[src/hdl/csv_status_line_parser_top_defines.svh]
// Assertion macros shared by the status line parser RTL.
// Depends on nothing; the using module must have clk and arst_n in scope.
`ifndef CSV_STATUS_LINE_PARSER_TOP_DEFINES_SVH
`define CSV_STATUS_LINE_PARSER_TOP_DEFINES_SVH

// Same-cycle implication, checked out of reset.
`define CSV_SLP_ASSERT_NOW(lbl, ante, cons) \
	lbl: assert property (@(posedge clk) disable iff (!arst_n) (ante) |-> (cons)) \
		else $error("csv_slp same-cycle check failed");

// Next-cycle implication, checked out of reset.
`define CSV_SLP_ASSERT_NEXT(lbl, ante, cons) \
	lbl: assert property (@(posedge clk) disable iff (!arst_n) (ante) |=> (cons)) \
		else $error("csv_slp next-cycle check failed");

`endif

[src/hdl/csv_slp_pkg.sv]
// Types, character codes and the boolean matcher for the status line parser.
// Depends on nothing.
`default_nettype none

package csv_slp_pkg;

	localparam logic [7:0] CH_LF = 8'h0A;
	localparam logic [7:0] CH_CR = 8'h0D;
	localparam logic [7:0] CH_COMMA = 8'h2C;
	localparam logic [7:0] CH_MINUS = 8'h2D;
	localparam logic [7:0] CH_ZERO = 8'h30;
	localparam logic [7:0] CH_NINE = 8'h39;
	localparam logic [7:0] CH_ONE = 8'h31;
	localparam logic [7:0] CH_UC_C = 8'h43;

	localparam logic [14:0] NUM_SAT = 15'd32767;

	localparam logic [2:0] FLD_MODE = 3'd0;
	localparam logic [2:0] FLD_NUM_LAST = 3'd4;
	localparam logic [2:0] FLD_HEATER = 3'd5;
	localparam logic [2:0] FLD_PUMP = 3'd6;
	localparam logic [2:0] FLD_MAX = 3'd7;

	localparam logic [3:0] BM_IDLE = 4'd0;
	localparam logic [3:0] BM_ONE = 4'd1;
	localparam logic [3:0] BM_LT = 4'd2;
	localparam logic [3:0] BM_LTR = 4'd3;
	localparam logic [3:0] BM_LTRU = 4'd4;
	localparam logic [3:0] BM_LTRUE = 4'd5;
	localparam logic [3:0] BM_UT = 4'd6;
	localparam logic [3:0] BM_UTR = 4'd7;
	localparam logic [3:0] BM_UTRU = 4'd8;
	localparam logic [3:0] BM_UTRUE = 4'd9;
	localparam logic [3:0] BM_FAIL = 4'd15;

	typedef struct packed {
		logic clr;
		logic char_en;
		logic [2:0] fnum;
		logic [7:0] ch;
	} slp_fctl_t;

	typedef struct packed {
		logic char_seen;
		logic signed [15:0] num;
		logic flag;
	} slp_fsts_t;

	typedef struct packed {
		logic mode_coffee;
		logic signed [15:0] steam_temp;
		logic signed [15:0] target_temp;
		logic signed [15:0] exchanger_temp;
		logic signed [15:0] boost_value;
		logic heater_on;
		logic pump_present;
		logic pump_on;
	} slp_res_t;

	function automatic logic [3:0] bool_next(input logic [3:0] st, input logic first,
			input logic [7:0] c);
		logic [3:0] nx;
		nx = BM_FAIL;
		if (first) begin
			if (c == CH_ONE) nx = BM_ONE;
			else if (c == "t") nx = BM_LT;
			else if (c == "T") nx = BM_UT;
		end else begin
			case (st)
				BM_LT: if (c == "r") nx = BM_LTR;
				BM_LTR: if (c == "u") nx = BM_LTRU;
				BM_LTRU: if (c == "e") nx = BM_LTRUE;
				BM_UT: if (c == "R") nx = BM_UTR;
				BM_UTR: if (c == "U") nx = BM_UTRU;
				BM_UTRU: if (c == "E") nx = BM_UTRUE;
				default: nx = BM_FAIL;
			endcase
		end
		return nx;
	endfunction

endpackage

`default_nettype wire

[src/hdl/csv_slp_field.sv]
// Running accumulators for the field currently being received.
// Depends on csv_slp_pkg.
`default_nettype none

module csv_slp_field
	import csv_slp_pkg::*;
(
	input wire logic clk,
	input wire logic arst_n,
	input wire slp_fctl_t ctl,
	output slp_fsts_t sts
);

	logic [14:0] acc_q;
	logic minus_q;
	logic invalid_q;
	logic seen_q;
	logic [3:0] bm_q;
	logic [18:0] prod;
	logic [15:0] mag;
	logic is_num;
	logic is_bool;
	logic is_digit;

	assign is_num = (ctl.fnum != FLD_MODE) && (ctl.fnum <= FLD_NUM_LAST);
	assign is_bool = (ctl.fnum == FLD_HEATER) || (ctl.fnum == FLD_PUMP);
	assign is_digit = (ctl.ch >= CH_ZERO) && (ctl.ch <= CH_NINE);
	assign prod = {4'd0, acc_q} * 19'd10 + {11'd0, ctl.ch - CH_ZERO};

	always_ff @(posedge clk or negedge arst_n) begin
		if (!arst_n) begin
			acc_q <= '0;
			minus_q <= 1'b0;
			invalid_q <= 1'b0;
			seen_q <= 1'b0;
			bm_q <= BM_IDLE;
		end else if (ctl.clr) begin
			acc_q <= '0;
			minus_q <= 1'b0;
			invalid_q <= 1'b0;
			seen_q <= 1'b0;
			bm_q <= BM_IDLE;
		end else if (ctl.char_en) begin
			seen_q <= 1'b1;
			if (is_num) begin
				if (!seen_q && ctl.ch == CH_MINUS) begin
					minus_q <= 1'b1;
				end else if (is_digit) begin
					acc_q <= (prod > {4'd0, NUM_SAT}) ? NUM_SAT : prod[14:0];
				end else begin
					invalid_q <= 1'b1;
				end
			end else if (is_bool) begin
				bm_q <= bool_next(bm_q, !seen_q, ctl.ch);
			end
		end
	end

	assign mag = {1'b0, acc_q};
	assign sts.char_seen = seen_q;
	assign sts.num = invalid_q ? '0 : (minus_q ? $signed(16'(-mag)) : $signed(mag));
	assign sts.flag = seen_q && (bm_q == BM_ONE || bm_q == BM_LTRUE || bm_q == BM_UTRUE);

endmodule

`default_nettype wire

[src/hdl/csv_slp_line.sv]
// Line state: length, field index, mode and captured field values.
// Depends on csv_slp_pkg and csv_slp_field.
`default_nettype none

module csv_slp_line
	import csv_slp_pkg::*;
#(
	parameter int MAX_LINE = 128
) (
	input wire logic clk,
	input wire logic arst_n,
	input wire logic byte_valid,
	input wire logic go,
	input wire logic [7:0] ch,
	output logic res_hit,
	output slp_res_t res
);

	localparam int LEN_W = $clog2(MAX_LINE + 1);

	logic [LEN_W-1:0] len_q;
	logic [2:0] fnum_q;
	logic mode_seen_q;
	logic coffee_q;
	logic signed [15:0] nums_q [4];
	logic [1:0] flags_q;
	logic signed [15:0] nums_w [4];
	logic [1:0] flags_w;
	logic is_lf;
	logic is_cr;
	logic is_comma;
	logic full;
	slp_fctl_t fctl;
	slp_fsts_t fsts;

	assign is_lf = (ch == CH_LF);
	assign is_cr = (ch == CH_CR);
	assign is_comma = (ch == CH_COMMA);
	assign full = (len_q >= LEN_W'(MAX_LINE));

	assign fctl.ch = ch;
	assign fctl.fnum = fnum_q;
	assign fctl.char_en = go && !is_lf && !is_cr && !is_comma && !full;
	assign fctl.clr = go && (is_lf || (!is_cr && (full || is_comma)));

	csv_slp_field u_field (
		.clk(clk),
		.arst_n(arst_n),
		.ctl(fctl),
		.sts(fsts)
	);

	always_comb begin
		for (int i = 0; i < 4; i++) begin
			nums_w[i] = (fnum_q == 3'(i + 1)) ? fsts.num : nums_q[i];
		end
		flags_w[0] = (fnum_q == FLD_HEATER) ? fsts.flag : flags_q[0];
		flags_w[1] = (fnum_q == FLD_PUMP) ? fsts.flag : flags_q[1];
	end

	assign res_hit = byte_valid && is_lf && (len_q != '0) && (fnum_q >= FLD_HEATER)
		&& mode_seen_q;
	assign res.mode_coffee = coffee_q;
	assign res.steam_temp = nums_w[0];
	assign res.target_temp = nums_w[1];
	assign res.exchanger_temp = nums_w[2];
	assign res.boost_value = nums_w[3];
	assign res.heater_on = flags_w[0];
	assign res.pump_present = (fnum_q >= FLD_PUMP);
	assign res.pump_on = (fnum_q >= FLD_PUMP) && flags_w[1];

	always_ff @(posedge clk or negedge arst_n) begin
		if (!arst_n) begin
			len_q <= '0;
			fnum_q <= FLD_MODE;
			mode_seen_q <= 1'b0;
			coffee_q <= 1'b0;
			flags_q <= '0;
			for (int i = 0; i < 4; i++) nums_q[i] <= '0;
		end else if (go && !is_cr) begin
			if (is_lf || full) begin
				len_q <= '0;
				fnum_q <= FLD_MODE;
				mode_seen_q <= 1'b0;
				coffee_q <= 1'b0;
				flags_q <= '0;
				for (int i = 0; i < 4; i++) nums_q[i] <= '0;
			end else begin
				len_q <= len_q + LEN_W'(1);
				if (is_comma) begin
					for (int i = 0; i < 4; i++) nums_q[i] <= nums_w[i];
					flags_q <= flags_w;
					if (fnum_q != FLD_MAX) fnum_q <= fnum_q + 3'd1;
				end else if (fnum_q == FLD_MODE && !fsts.char_seen) begin
					mode_seen_q <= 1'b1;
					coffee_q <= (ch == CH_UC_C);
				end
			end
		end
	end

endmodule

`default_nettype wire

[src/hdl/csv_status_line_parser_top.sv]
// Top level of the status line parser: input register, line logic, result register.
// Depends on csv_slp_pkg, csv_slp_line and csv_status_line_parser_top_defines.svh.
//
// Usage:
// The input channel (in_valid, in_ready, rx_byte) takes one received byte per
// transaction. Bytes are gathered into lines ending in LF; CR is ignored and a
// line longer than MAX_LINE characters is dropped. Each line is split on commas.
// The output channel (out_valid, out_ready and the frame fields) carries one
// transaction for each LF that closes a line with at least six fields and a
// non-empty mode field; every other byte gives no output.
// An accepted LF goes through the input register and then the result register,
// which sets out_valid; an untaken held frame keeps the LF in the input register.
// Throughput: one byte per cycle, set by the single registered pass through the
// line logic. A held frame does not block bytes that produce no frame; only an LF
// that makes a frame waits while the result register is full and out_ready is low.
// Reset: arst_n clears both valid flags and all line state; the first byte after
// reset starts a new line.
`default_nettype none
`include "csv_status_line_parser_top_defines.svh"

module csv_status_line_parser_top
	import csv_slp_pkg::*;
#(
	parameter int MAX_LINE = 128
) (
	input wire logic clk,
	input wire logic arst_n,
	input wire logic in_valid,
	output logic in_ready,
	input wire logic [7:0] rx_byte,
	output logic out_valid,
	input wire logic out_ready,
	output logic mode_coffee,
	output logic signed [15:0] steam_temp,
	output logic signed [15:0] target_temp,
	output logic signed [15:0] exchanger_temp,
	output logic signed [15:0] boost_value,
	output logic heater_on,
	output logic pump_present,
	output logic pump_on
);

	logic valid_s1;
	logic [7:0] byte_s1;
	logic go;
	logic res_hit;
	slp_res_t res;
	logic out_valid_q;
	slp_res_t res_q;

	assign go = valid_s1 && (!res_hit || !out_valid_q || out_ready);
	assign in_ready = !valid_s1 || go;

	always_ff @(posedge clk or negedge arst_n) begin
		if (!arst_n) begin
			valid_s1 <= 1'b0;
		end else if (in_ready) begin
			valid_s1 <= in_valid;
		end
	end

	always_ff @(posedge clk) begin
		if (in_ready && in_valid) begin
			byte_s1 <= rx_byte;
		end
	end

	csv_slp_line #(
		.MAX_LINE(MAX_LINE)
	) u_line (
		.clk(clk),
		.arst_n(arst_n),
		.byte_valid(valid_s1),
		.go(go),
		.ch(byte_s1),
		.res_hit(res_hit),
		.res(res)
	);

	always_ff @(posedge clk or negedge arst_n) begin
		if (!arst_n) begin
			out_valid_q <= 1'b0;
		end else if (go && res_hit) begin
			out_valid_q <= 1'b1;
		end else if (out_ready) begin
			out_valid_q <= 1'b0;
		end
	end

	always_ff @(posedge clk) begin
		if (go && res_hit) begin
			res_q <= res;
		end
	end

	assign out_valid = out_valid_q;
	assign mode_coffee = res_q.mode_coffee;
	assign steam_temp = res_q.steam_temp;
	assign target_temp = res_q.target_temp;
	assign exchanger_temp = res_q.exchanger_temp;
	assign boost_value = res_q.boost_value;
	assign heater_on = res_q.heater_on;
	assign pump_present = res_q.pump_present;
	assign pump_on = res_q.pump_on;

	`CSV_SLP_ASSERT_NOW(a_stall_needs_byte, !in_ready, valid_s1 && res_hit && out_valid_q)
	`CSV_SLP_ASSERT_NOW(a_no_overwrite, go && res_hit, !out_valid_q || out_ready)
	`CSV_SLP_ASSERT_NEXT(a_frame_loaded, go && res_hit, out_valid_q)
	`CSV_SLP_ASSERT_NEXT(a_idle_byte_drains, valid_s1 && !res_hit && !in_valid, !valid_s1)

endmodule

`default_nettype wire

[config.mk]
export PLATFORM = sky130hd
export DESIGN_NAME = csv_status_line_parser_top
export DESIGN_NICKNAME = d
export VERILOG_FILES = /design/src/hdl/csv_slp_pkg.sv /design/src/hdl/csv_slp_field.sv /design/src/hdl/csv_slp_line.sv /design/src/hdl/csv_status_line_parser_top.sv
export VERILOG_INCLUDE_DIRS = /design/src /design/src/hdl
export SDC_FILE = /design/constraint.sdc
export NUM_CORES = 1
export LEC_CHECK = 0
export BUFFER_PORTS_ARGS = -buffer_cell sky130_fd_sc_hd__buf_2
export CAP_MARGIN = 20
export CORE_MARGIN = 1.5
export CORE_UTILIZATION = 56
export CTS_CLUSTER_DIAMETER = 100
export DETAILED_ROUTE_END_ITERATION = 6
export PLACE_DENSITY = 0.81
export SLEW_MARGIN = 20
export SYNTH_ARGS = -nofsm -noshare
export SYNTH_HDL_FRONTEND = slang
export SYNTH_SLANG_ARGS = --single-unit
[constraint.sdc]
create_clock -name clk -period 11.1 [get_ports clk]
set_clock_uncertainty 0.05 [all_clocks]
set_input_delay 2.22 -clock clk [delete_from_list [all_inputs] [get_ports clk]]
set_output_delay 2.22 -clock clk [all_outputs]
set_load 0.01 [all_outputs]
==> reports/qor.txt <==
status - finished, final reports clean
vias in the first global route - 6,583
Final Slew Violations - 0
Critical Path Start Type - input port
Mapped Cells - 840
mapped cell area - 9480 um2
RSZ-0062 raised after global routing - no
die width - 133 um
net count after synthesis - 902
NetSw - 820 uW
Pleak - 0.00446 uW
post-CTS sizing - 0
Peak VDD IR - 0.141 mV
Worst-Margin Slew - 1.07 ns
area grow syn2layout - 11.8%
Clk pin slew, worst setup/hold paths - 0.08 ns
Sw Ratio - 38.5%
# DRC - 0
Post-DP HPWL - 13.6 mm
YS warnings - 0
number of core rows - 47
Worst EP required - 8.83 ns
setup TNS - 0 ns
syn_area_per_cell - 11.3 um2
Port Buf Inserts - 81
die area - 17,700 um2
Ports - 82
Worst slew margin - 28.8%
Pwr Density - 201 nW/um2
CTS tree - done
crit-path max FO - 5
period utilisation layout - 45.1%
Arr. time, crit path - 2.73 ns
Gate power share - 33.5%
WL/cell - 18.0 um
Yosys cell types - 76
hold crit path type - register to register
P_int - 1310 uW
Clock Path Buffers - 2
CTS Hold Bufs - 0
asr flop ratio synth - 57.5%
vias post-DR - 6,874
Main synth FF type - dfrtp_1
first-pass GRT wire length - 33.5 mm
Net count, final - 959
clock period minus worst slack - 5.00 ns
fmax - 200 MHz
Post-synth EDFFs - 76
Synth Register Bits - 179
GRT Total Usage - 23.8%
Fin. Hold Viols - 0
Clk pwr share - 28.3%
final std cells w/o fill - 1,130
drt pass-1 iters - 5
max-cap viol count - 0
clk_lat worst skew - 0.43 ns
post-synthesis sequential area ratio - 51.2%
grt total ovfl - 0
Starting DRT DRC Count - 582
core area - 16,600 um2
Initial Util - 57.2%
n_diodes - 0
Sink Count - 179
die height - 133 um
Final ANT Viol Nets - 0
Via-to-Cell Ratio - 6.08
Cells after DPL - 1,098
GPL Wtd Cong - 0.839
largest net degree at the start of global routing - 81
final setup vio count - 0
root buf cell - clkbuf_16
Critical Path Sink Type - primary output
final WL - 20.3 mm
CTS H-Tree Depth - 4
Worst Hold Margin - 0.444 ns
CTS Buf Count - 17
share of cells above drive strength 1 - 22.9%
post-CTS setup buffer count - 0
sequential share of power - 38.2%
initial antenna violation count - 0
WS Path Type - input port to primary output
[kinds of logic after synthesis]
| family | count (synthesis) | synth area share, % |
|---|---|---|
| AOI/OAI and AO/OA | 244 | 19.2 |
| and+or+nand+nor | 224 | 11.7 |
| DFF | 179 | 51.2 |
| buffers and inverters | 67 | 2.98 |
| adders and majority gates | 50 | 6.76 |
| muxes | 41 | 4.83 |
| xor gates and xnor gates | 35 | 3.31 |
[synth_stat cells, types with 3 or more instances]
library cell	instances	area, um2
nand2b_1	8	50.1
o41ai_1	3	26.3
xor2_1	15	131
nand4_1	3	18.8
inv_1	19	71.3
edfxtp_1	76	2280
and3_1	9	56.3
a22o_1	66	578
and2_1	5	31.3
clkbuf_1	31	116
a31oi_1	4	25.0
nor4_1	3	18.8
o31ai_1	14	105
a21oi_2	13	114
or3_1	6	37.5
dfrtp_1	103	2580
nand2_1	75	282
ha_1	48	601
nor2_1	54	203
nand3_1	15	75.1
a21o_1	6	45.0
buf_1	3	11.3
buf_4	3	22.5
mux2_2	38	428
o21ai_0	46	230
nor4b_1	4	35.0
xnor2_1	19	166
mux2i_1	3	30.0
nor3b_1	3	22.5
buf_2	10	50.1
nand3b_1	4	30.0
or2_2	10	62.6
nor2b_1	3	18.8
a21oi_1	53	265
o211ai_2	4	50.1
or4_1	3	22.5
nor3_1	9	45.0
[metrics by stage]
stage                     utilization (%)  setup WS (ns)  instance area, um2  power [uW]
after floorplan                         -           6.38                9480        1380
final                                63.9           6.10               10600        2130
after global placement               60.3           6.12               10000        1500
after detailed placement             60.3           6.11               10000        1530
after CTS                            63.9           6.10               10600        2120
after global routing                 63.9           6.04               10600        2260
[sequential cells by signal, summed over array words and instances (netlist names)]
register,cells
u_line.u_field.seen_q,1
steam_temp,16
u_line.u_field.minus_q,1
pump_on,1
exchanger_temp,16
mode_coffee,1
boost_value,16
u_line.u_field.bm_q,4
u_line.u_field.acc_q,15
heater_on,1
u_line.mode_seen_q,1
out_valid,1
u_line.nums_q,64
u_line.fnum_q,3
valid_s1,1
pump_present,1
u_line.u_field.invalid_q,1
u_line.flags_q,2
target_temp,16
byte_s1,8
u_line.coffee_q,1
u_line.len_q,8
[cell type report]
type,count,area (um2)
clock buffers,17,425
clock inverters,15,178
fillers,1253,5980
inverters,19,71.3
multi-input cells,594,4350
flip-flops and latches,179,4860
well taps,220,275
repair buffers,86,445
[power groups by stage]
stage	sequential (uW)	clock, uW	combinational, uW
after floorplan	793	0	584
after global placement	822	0	680
after detailed placement	825	0	702
after CTS	812	605	707
after global routing	824	636	797
final	814	602	714
[path summary, 6_finish.rpt]
| kind | startpoint | to | slack (ns) | cells after the start |
|---|---|---|---|---|
| max in group asynchronous | arst_n | u_line.u_field.acc_q[14] | 8.12 | 2 |
| min in group asynchronous | arst_n | u_line.nums_q[51] | 1.74 | 1 |
| max reg2reg | u_line.u_field.acc_q[1] | u_line.u_field.acc_q[0] | 6.51 | 13 |
| max | out_ready | in_ready | 6.10 | 3 |
| min | u_line.flags_q[1] | u_line.flags_q[1] | 0.44 | 1 |
| min reg2reg | u_line.flags_q[1] | u_line.flags_q[1] | 0.44 | 1 |
[layer usage]
layer	wire length (um)	track usage, %
met1	9180	33.6
met2	9670	38.2
met3	1100	4.00
met4	400	7.61
met5	0	0
[critical path: stages]
cell and delay, ns:
buf_2 0.10, nand3b_1 0.22, buf_2 0.20
[placed cells by master, fill, tap and decap left out, types with 4 or more instances in the layout]
master     Yosys  routed
and2_1         5       5
buf_4          3       6
nor4b_1        4       4
edfxtp_1      76      76
and3_1         9       9
o31ai_1       14      14
o21ai_0       46      46
or2_2         10      10
clkinv_8       0       5
ha_1          48      48
a21oi_1       53      53
inv_8          0       5
nand3_1       15      15
a22o_1        66      66
nor3_1         9       9
nand2b_1       8       8
buf_2         10      80
xor2_1        15      15
nand3b_1       4       4
clkbuf_16      0      17
nand2_1       75      75
xnor2_1       19      19
dfrtp_1      103     103
a31oi_1        4       4
mux2_2        38      38
a21oi_2       13      13
or3_1          6       6
o211ai_2       4       4
nor2_1        54      53
a21o_1         6       6
inv_1         19      18
(Power assumes the default switching activity.)
